## src/hw/rtl/circular_deque_core_macros.svh

```systemverilog
// ----------------------------------------------------------------------------
// circular_deque_core_macros.svh
// Assertion macros for the deque top level.
// ----------------------------------------------------------------------------
`ifndef CIRCULAR_DEQUE_CORE_MACROS_SVH
`define CIRCULAR_DEQUE_CORE_MACROS_SVH

// Same-cycle implication, clocked on clk, off while rst_n is low
`define CDQ_ASSERT_IMPLY(lbl, ante, cons) \
  lbl: assert property (@(posedge clk) disable iff (!rst_n) (ante) |-> (cons)) \
    else $error("deque check failed");

// Next-cycle implication, clocked on clk, off while rst_n is low
`define CDQ_ASSERT_NEXT(lbl, ante, cons) \
  lbl: assert property (@(posedge clk) disable iff (!rst_n) (ante) |=> (cons)) \
    else $error("deque check failed");

`endif

```

## src/hw/rtl/cdq_pkg.sv

```systemverilog
// ----------------------------------------------------------------------------
// cdq_pkg
// Constants, codes and types shared by the deque cell row and its top level.
// ----------------------------------------------------------------------------
`default_nettype none

package cdq_pkg;

  // Store size and derived widths
  localparam int CAPACITY = 16;
  localparam int WORD_W   = 32;
  localparam int CNT_W    = $clog2(CAPACITY + 1);

  // Operation codes
  typedef enum logic [1:0] {
    KIND_PUSH_REAR  = 2'd0,
    KIND_PUSH_FRONT = 2'd1,
    KIND_POP_FRONT  = 2'd2,
    KIND_POP_REAR   = 2'd3
  } kind_t;

  // Status codes
  typedef enum logic [1:0] {
    ST_DONE  = 2'd0,
    ST_FULL  = 2'd1,
    ST_EMPTY = 2'd2
  } status_t;

  // Per-cycle command broadcast to every cell
  typedef struct packed {
    logic shift_in;   // push front: row shifts toward the rear
    logic shift_out;  // pop front: row shifts toward the front
    logic append;     // push rear: first empty cell takes the word
    logic drop;       // pop rear: last occupied cell empties
  } cdq_cmd_t;

endpackage

`default_nettype wire

```

## src/hw/rtl/cdq_cell.sv

```systemverilog
// ----------------------------------------------------------------------------
// cdq_cell
// One position of the deque row: a word and its valid flag, loaded from the
// neighbor on either side or from the push word.
// ----------------------------------------------------------------------------
`default_nettype none

module cdq_cell (
  input  wire logic                        clk,
  input  wire logic                        rst_n,
  input  wire cdq_pkg::cdq_cmd_t           cmd,
  input  wire logic signed [31:0]          push_value,
  input  wire logic                        left_valid,
  input  wire logic signed [31:0]          left_data,
  input  wire logic                        right_valid,
  input  wire logic signed [31:0]          right_data,
  output logic                             valid,
  output logic signed [31:0]               data,
  output logic signed [31:0]               tail_data
);

  import cdq_pkg::*;

  logic                     valid_r, valid_nxt;
  logic signed [WORD_W-1:0] data_r, data_nxt;

  // Next state from the broadcast command
  always_comb begin
    valid_nxt = valid_r;
    data_nxt  = data_r;
    if (cmd.shift_in) begin
      valid_nxt = left_valid;
      data_nxt  = left_data;
    end else if (cmd.shift_out) begin
      valid_nxt = right_valid;
      data_nxt  = right_data;
    end else if (cmd.append && left_valid && !valid_r) begin
      valid_nxt = 1'b1;
      data_nxt  = push_value;
    end else if (cmd.drop && valid_r && !right_valid) begin
      valid_nxt = 1'b0;
    end
  end

  // Valid flag: control state, cleared by reset
  always_ff @(posedge clk) begin
    if (!rst_n) begin
      valid_r <= 1'b0;
    end else begin
      valid_r <= valid_nxt;
    end
  end

  // Word: payload, no reset
  always_ff @(posedge clk) begin
    data_r <= data_nxt;
  end

  assign valid     = valid_r;
  assign data      = data_r;
  // Rear word shows only from the last occupied cell
  assign tail_data = (valid_r && !right_valid) ? data_r : '0;

endmodule

`default_nettype wire

```

## src/hw/rtl/circular_deque_core.sv

```systemverilog
// A result word strobes in the cycle after its command is taken.
// Throughput: one command per cycle; busy stays low, as every operation
// completes in a single load of the cell row.
// Reset (rst_n low, synchronous): all cells empty, occupancy zero.
// Results cannot be stalled by the receiver: out_strobe lasts one cycle.
// ----------------------------------------------------------------------------
// circular_deque_core
// Double-ended queue built as a row of cells, front at cell 0, with status,
// popped word and occupancy reported per command.
// ----------------------------------------------------------------------------
`default_nettype none

module circular_deque_core (
  input  wire logic                         clk,
  input  wire logic                         rst_n,
  input  wire logic                         start,
  output logic                              busy,
  input  wire logic [1:0]                   in_kind,
  input  wire logic signed [31:0]           in_push_value,
  output logic                              out_strobe,
  output logic [1:0]                        out_status,
  output logic signed [31:0]                out_removed_value,
  output logic [cdq_pkg::CNT_W-1:0]         out_occupancy
);

  import cdq_pkg::*;

`include "circular_deque_core_macros.svh"

  logic                     accept;
  logic [CNT_W-1:0]         count_r, count_nxt;
  logic                     full, empty;
  cdq_cmd_t                 cmd;
  status_t                  status_nxt;
  logic signed [WORD_W-1:0] removed_nxt;
  logic signed [WORD_W-1:0] tail_word;

  logic [CAPACITY-1:0]      valid_vec;
  logic signed [WORD_W-1:0] data_vec [CAPACITY];
  logic signed [WORD_W-1:0] tail_vec [CAPACITY];

  logic                     out_strobe_r;
  status_t                  out_status_r;
  logic signed [WORD_W-1:0] out_removed_r;
  logic [CNT_W-1:0]         out_occupancy_r;

  assign busy   = 1'b0;
  assign accept = start && !busy;
  assign full   = (count_r == CNT_W'(CAPACITY));
  assign empty  = (count_r == '0);

  // Rear word: one-hot OR over the cells
  always_comb begin
    tail_word = '0;
    for (int i = 0; i < CAPACITY; i++) begin
      tail_word = tail_word | tail_vec[i];
    end
  end

  // Command decode, status and count update
  always_comb begin
    cmd         = '0;
    status_nxt  = ST_DONE;
    removed_nxt = '0;
    count_nxt   = count_r;
    case (kind_t'(in_kind))
      KIND_PUSH_REAR: begin
        if (full) begin
          status_nxt = ST_FULL;
        end else begin
          cmd.append = accept;
          count_nxt  = count_r + 1'b1;
        end
      end
      KIND_PUSH_FRONT: begin
        if (full) begin
          status_nxt = ST_FULL;
        end else begin
          cmd.shift_in = accept;
          count_nxt    = count_r + 1'b1;
        end
      end
      KIND_POP_FRONT: begin
        if (empty) begin
          status_nxt = ST_EMPTY;
        end else begin
          cmd.shift_out = accept;
          removed_nxt   = data_vec[0];
          count_nxt     = count_r - 1'b1;
        end
      end
      KIND_POP_REAR: begin
        if (empty) begin
          status_nxt = ST_EMPTY;
        end else begin
          cmd.drop    = accept;
          removed_nxt = tail_word;
          count_nxt   = count_r - 1'b1;
        end
      end
      default: begin
        status_nxt = ST_DONE;
      end
    endcase
  end

  // Cell row: cell 0 sees the push word on its left, the last cell an empty
  // slot on its right
  for (genvar g = 0; g < CAPACITY; g++) begin : g_cell
    logic                     lv, rv;
    logic signed [WORD_W-1:0] ld, rd;

    if (g == 0) begin : g_head
      assign lv = 1'b1;
      assign ld = in_push_value;
    end else begin : g_mid_l
      assign lv = valid_vec[g-1];
      assign ld = data_vec[g-1];
    end

    if (g == CAPACITY - 1) begin : g_tail
      assign rv = 1'b0;
      assign rd = '0;
    end else begin : g_mid_r
      assign rv = valid_vec[g+1];
      assign rd = data_vec[g+1];
    end

    cdq_cell u_cell (
      .clk         (clk),
      .rst_n       (rst_n),
      .cmd         (cmd),
      .push_value  (in_push_value),
      .left_valid  (lv),
      .left_data   (ld),
      .right_valid (rv),
      .right_data  (rd),
      .valid       (valid_vec[g]),
      .data        (data_vec[g]),
      .tail_data   (tail_vec[g])
    );
  end

  // Occupancy count and result strobe
  always_ff @(posedge clk) begin
    if (!rst_n) begin
      count_r      <= '0;
      out_strobe_r <= 1'b0;
    end else begin
      out_strobe_r <= accept;
      if (accept) begin
        count_r <= count_nxt;
      end
    end
  end

  // Result word
  always_ff @(posedge clk) begin
    if (accept) begin
      out_status_r    <= status_nxt;
      out_removed_r   <= removed_nxt;
      out_occupancy_r <= count_nxt;
    end
  end

  assign out_strobe        = out_strobe_r;
  assign out_status        = out_status_r;
  assign out_removed_value = out_removed_r;
  assign out_occupancy     = out_occupancy_r;

  // Occupied cells form a solid run from the front
  `CDQ_ASSERT_IMPLY(a_packed_row, 1'b1, (((valid_vec >> 1) & ~valid_vec) == '0))
  // Count tracks the occupied cells
  `CDQ_ASSERT_IMPLY(a_count_match, 1'b1, ($countones(valid_vec) == int'(count_r)))
  // One result per accepted command, in the cycle after it
  `CDQ_ASSERT_NEXT(a_strobe_follows, accept, out_strobe)
  `CDQ_ASSERT_NEXT(a_no_spurious, !accept, !out_strobe)
  // Rejected pushes report a full store and no word
  `CDQ_ASSERT_IMPLY(a_full_reject, (out_strobe && out_status == ST_FULL),
                    (out_occupancy == CNT_W'(CAPACITY) && out_removed_value == '0))

endmodule

`default_nettype wire

```

## config.mk

```make
export PLATFORM = sky130hd
export DESIGN_NAME = circular_deque_core
export DESIGN_NICKNAME = d
export VERILOG_FILES = /design/src/hw/rtl/cdq_pkg.sv /design/src/hw/rtl/cdq_cell.sv /design/src/hw/rtl/circular_deque_core.sv
export VERILOG_INCLUDE_DIRS = /design/src /design/src/hw/rtl
export SDC_FILE = /design/constraint.sdc
export NUM_CORES = 1
export LEC_CHECK = 0
export ABC_AREA = 1
export BUFFER_PORTS_ARGS = -buffer_cell sky130_fd_sc_hd__buf_2
export CAP_MARGIN = 20
export CORE_MARGIN = 2
export CORE_UTILIZATION = 55
export DETAILED_ROUTE_END_ITERATION = 10
export HOLD_SLACK_MARGIN = 0.1
export PLACE_DENSITY_LB_ADDON = 0.12
export REMOVE_ABC_BUFFERS = 1
export SLEW_MARGIN = 30
export SYNTH_ARGS = -nofsm -noshare
export SYNTH_HDL_FRONTEND = slang
export SYNTH_SLANG_ARGS = --single-unit
```

## constraint.sdc

```tcl
create_clock -name clk -period 2.54 [get_ports clk]
set_clock_uncertainty 0.1 [all_clocks]
set_input_delay 0 -clock clk [delete_from_list [all_inputs] [get_ports clk]]
set_output_delay 0 -clock clk [all_outputs]
set_load 0.01 [all_outputs]
```

---- Word-level counts from Yosys, hierarchy flattened ----
Index checks and enable logic that the tools add are counted.
W data, S select, Z words.
storage, ports and cells
  input port bits ......................... 37
  output and inout port bits .............. 41
  logic and storage cells ................. 330
  register bits after elaboration ......... 573
cells by class
  reductions and logical operators ........ 129
  bitwise gates (word level) .............. 15
  add/sub/neg operators ................... 2
  muxes and demuxes ....................... 143
  equal/unequal tests ..................... 4
operators with widths
  operator               count
  $mux W32               66
  $or A32 B32 Y32        15
  $logic_and A1 B1 Y1    77
  $mux W1                71
  $pmux W32 S2           1
  $reduce_bool A4 Y1     16
  $reduce_bool A3 Y1     16
  $logic_not A1 Y1       16
  $mux W5                2
  $pmux W5 S2            1
  $add A5 B1 Y5 const B  1
  $eq A5 B5 Y1 const B   1
  $logic_not A5 Y1       1
  $sub A5 B1 Y5 const B  1
  $eq A2 B2 Y1 const B   2
  $pmux W2 S2            1
  $reduce_or A2 Y1       2
  $eq A2 B1 Y1 const B   1
  $logic_not A2 Y1       1
  $mux W2                1

---- Depth between registers and ports, before layout ----
  depth after elaboration ................. 20
  mapped depth ............................ 12
  depth with buffers taken out ............ 9

---- Modules after synthesis ----
A second synthesis with hierarchy kept.
second synthesis, totals
  cell total of the unflattened synthesis .. 4679
  area total of the unflattened synthesis .. 36162.2 µm²
by module, submodules not included
  module               area each (µm²)  cells an instance  times used  sequential area each (µm²)
  cdq_cell             2035.7           258                16          980.9
  circular_deque_core  3590.9           551                1           1291.2

---- Worst setup path before layout ----
No wires, ideal clock.
  path kind ............................... register to register
  start ................................... register count_r[0]
  end ..................................... register g_cell[14].u_cell.data_r[0] (enable)
  period minus slack after synthesis ...... 2.704 ns
  data required time ...................... 2.051 ns
  arrival time ............................ 2.214 ns
  cell stages (with the launch flop) ...... 11
  library setup time ...................... 0.389 ns
  slack ................................... -0.164 ns
  buffers on the path ..................... 3
  path through ............................ dfxtp_1 inv_1 ha_1 clkbuf_2 nand3_4 nand3_2 nand2_4 inv_4 buf_6 buf_2 nand2_1
on the way
  longest elaborated chain between the ends .. 6
  elaborated cells on any way between the ends .. 10
  classes of those cells .................. 1 x eq/ne; 5 x mux; 4 x reduce/logical
RTL lines
  element                           line                                                  text
  start, declared                   circular_deque_core.sv:31                             logic [CNT_W-1:0] count_r, count_nxt;
  start signal, assigned            circular_deque_core.sv:152                            count_r <= count_nxt;
  $eq A5 B5 Y1                      circular_deque_core.sv:49                             assign full = (count_r == CNT_W'(CAPACITY));
  $mux W1                           circular_deque_core.sv:68, circular_deque_core.sv:76
  $mux W1                           circular_deque_core.sv:66                             case (kind_t'(in_kind))
  $logic_and A1 B1 Y1 (2 in a row)  cdq_cell.sv:37                                        end else if (cmd.append && left_valid && !valid_r) begin
  $reduce_bool A3 Y1 (no line) *    n/a
  end signal, assigned              cdq_cell.sv:56                                        data_r <= data_nxt;
  end, declared                     cdq_cell.sv:25                                        logic signed [WORD_W-1:0] data_r, data_nxt;
Mark *: on every way between the ends. The rest lies on a longest branch, timed or not.
A chain may end at the register's enable or synchronous reset.

---- Final worst setup path ----
  start ................................... register g_cell[14].u_cell.valid_r
  end ..................................... register g_cell[14].u_cell.data_r[17] (enable)
on the way
  longest elaborated chain between the ends .. 3
RTL lines
  element                       line            text
  start, declared               cdq_cell.sv:24  logic valid_r, valid_nxt;
  start signal, assigned        cdq_cell.sv:50  valid_r <= valid_nxt;
  $logic_not A1 Y1              cdq_cell.sv:37
  $logic_and A1 B1 Y1           cdq_cell.sv:37
  $reduce_bool A3 Y1 (no line)  n/a
Every way passes these cells.

==> impl_metrics.ini <==
[run_status]
outcome = finished, final reports clean

[routing]
antenna_left = 0
routedWlPerCell_um = 26.3
drc = 0
drt_iter0_markers = 3650
drtPass1Iterations = 7
wl_um = 95000
avgViaCountPerCell = 6.69
vias = 24200

[power]
leakagePower_nw = 13.2
ir_drop_mv = 0.559
cellPowerDensity_nw_per_um2 = 743

[yosys]
synthMuxAreaShare_pct = 0
yosys.area_share.xor_xnor_pct = 0.153
synth_warnings = 0
synth_compound_area_share_pct = 20.9
synth.top_cell.area_share_pct = 57.8
ys_seq_area_share_pct = 59.3
synthAdderAreaFrac_pct = 0.0874
ys_ff_latch = 573
synthSimpleGateAreaFrac_pct = 9.24
avgSynthCellArea_sq_um = 10.3
synth_top_family_by_area = compound AO/OA/AOI/OAI gates
synth.largest_area_cell = edfxtp_1
synth_area_leaders = edfxtp_1, o221ai_1, inv_1, o22ai_1, nand2_1
synth_cells = 2768
syn_area_sq_um = 28600
synth_cell_types = 35

[hold_path]
hold_depth = 4
hold_path_startpoint = in_push_value[9]
hold-path-endpoint = g_cell[0].u_cell.data[9]
hold_class = in -> reg

[floorplanning]
rows = 83
core_sq_um = 51400
die-area_sq_um = 53900
die_h_um = 232
die_x_um = 232
start_util_pct = 55.7
ioPinCount = 78

[grt]
grt_overflow_total = 0
grt_pass1_vias = 22700
grt_usage_pct = 34.9
antenna_found_initial = 1
grtUsageMet3_pct = 7.12
grt_first_pass_wirelength_um = 141000
grt_max_degree = 102
use_met2_pct = 52.3
grt_util_met1_pct = 49.1
top_usage_layer = met2

[timing]
setup_viol = 0
relSlewSlack_pct = 43.5
fin_ws_ns = 0.102
slew_violations = 0
rsz0062_at_grt = no
tightestPinTransition_ns = 0.846
fmax_ghz = 0.410
period_needed_ns = 2.44
fin_hold_ws_ns = 0.115
hold_viol_final = 0
fin_crit_sh_pct = 96.0
setup_tns_ns = 0

[clock_network]
cts-htree-levels = 2
numCtsBuffers = 61
cts_buffer_depth = 3
cts_tree = yes
clk_pin_slew_ns = 0.06
cts.sinks = 573
cts_root_buf = clkbuf_16
clkLatencyLatePin_ns = 0.63

[finish]
drive_gt1_share_pct = 12.2
fin_nets = 2919
most-common-layout-cells = edfxtp_1, inv_1, o221ai_1
final_area_sq_um = 33000
area_delta_synth_final_pct = 15.2
layout_commonest_cell = edfxtp_1

[place]
place_congestion = 0.927
placed_cell_area_sq_um = 30600
port_buffers = 76
dp_slack_ns = 0.0993
dp_hpwl_um = 57700

[worst_setup_path]
start_kind = flip-flop
crit_path_end_kind = flip-flop
worst_r2r_startpoint = g_cell[14].u_cell.valid
rr_endpoint = g_cell[14].u_cell.data[17]
criticalPathCategory = reg -> reg
cp.arrival_ns = 2.65
critPathMaxFanout = 24
ff2ff_path_depth = 6
required_ns = 2.75
regToRegSetupSlack_ns = 0.10

[run]
drv_cap = 0
-- cell families (layout without fill, tap and decap cells) --
kind of cell,after synthesis,count (layout)
adder cells (fa/ha/maj),2,2
XOR/XNOR,5,5
AO/OA/AOI/OAI,818,818
flip-flops,573,573
AND/OR/NAND/NOR,628,628
buffers and inverters,741,902
other,1,2
-- synthesized netlist by cell type (all sizes together) --
cell type / number
dfxtp: 22
clkinv: 2
o211ai: 38
nand4: 35
o221ai: 411
nor2: 205
a21oi: 28
nand2: 340
xor2: 3
edfxtp: 551
clkbuf: 92
inv: 528
o22ai: 199
o21ai: 142
nand3: 46
nand3b: 1
nor3: 1
conb: 1
buf: 119
xnor2: 2
ha: 2
-- per-stage QoR --
stage / instances / total power, mW / utilization [%]
after floorplan: 2557 / 14.1 / -
after global placement: 3443 / 15.9 / 59.5
after detailed placement: 3443 / 16.0 / 59.5
after CTS: 3607 / 24.4 / 64.1
after global routing: 3610 / 25.2 / 64.2
final: 3610 / 24.5 / 64.2
-- per-layer routing --
layer,part of all wire (%),wire length [um]
met3,13,12500
met2,44,41700
met4,4.9,4660
met5,0,0
met1,38,36100
-- power breakdown --
group / total, mW / switching (mW) / internal [mW]
Combinational: 4.40 / 3.04 / 1.36
Clock: 8.48 / 3.78 / 4.69
Sequential: 11.6 / 0.244 / 11.4
Total: 24.5 / 7.07 / 17.4
-- registers in the layout, summed over array words and instances (netlist names) --
register / flops
out_removed_value: 32
out_occupancy: 5
out_strobe: 1
g_cell.u_cell.data: 512
g_cell.u_cell.valid: 16
out_status: 2
count_r: 5
-- cell type report --
cell class	count	area (sq um)
Inverter	530	2000
Multi-Input combinational cell	1454	8770
Sequential cell	573	17000
Antenna cell	1	2.50
Fill cell	4047	18400
Clock buffer	75	1620
Clock inverter	37	228
Tap cell	680	851
Timing Repair Buffer	260	2530
-- worst max path at each step --
stage	startpoint	endpoint	slack (ns)	cells past startpoint
after CTS	count_r[0]	g_cell[1].u_cell.valid	0.04	11
after global routing	count_r[0]	g_cell[1].u_cell.valid	0.01	11
after global placement	count_r[0]	g_cell[4].u_cell.data[22]	0.16	7
final	g_cell[14].u_cell.valid	g_cell[14].u_cell.data[17]	0.10	6
after floorplan	count_r[0]	g_cell[0].u_cell.data[0]	-6.44	7
after detailed placement	count_r[0]	g_cell[5].u_cell.data[15]	0.1	9
-- critical path: stages (launching register included) --
cell,delay (ns)
dfxtp_1,0.32
inv_1,0.13
nand2_1,0.36
inv_1,0.47
nand4_1,0.30
nand2_2,0.19
buf_12,0.24
-- what timing repair did --
| action | 4_1_cts | 5_1_grt |
|---|---|---|
| buffers inserted | 0 | 2 |
| hold buffers | 52 | 0 |
| hold endpoints to repair | 591 | 0 |
| gates resized for setup | 0 | 3 |
| endpoints found under the setup margin | 0 | 32 |
(Power assumes the default switching activity.)
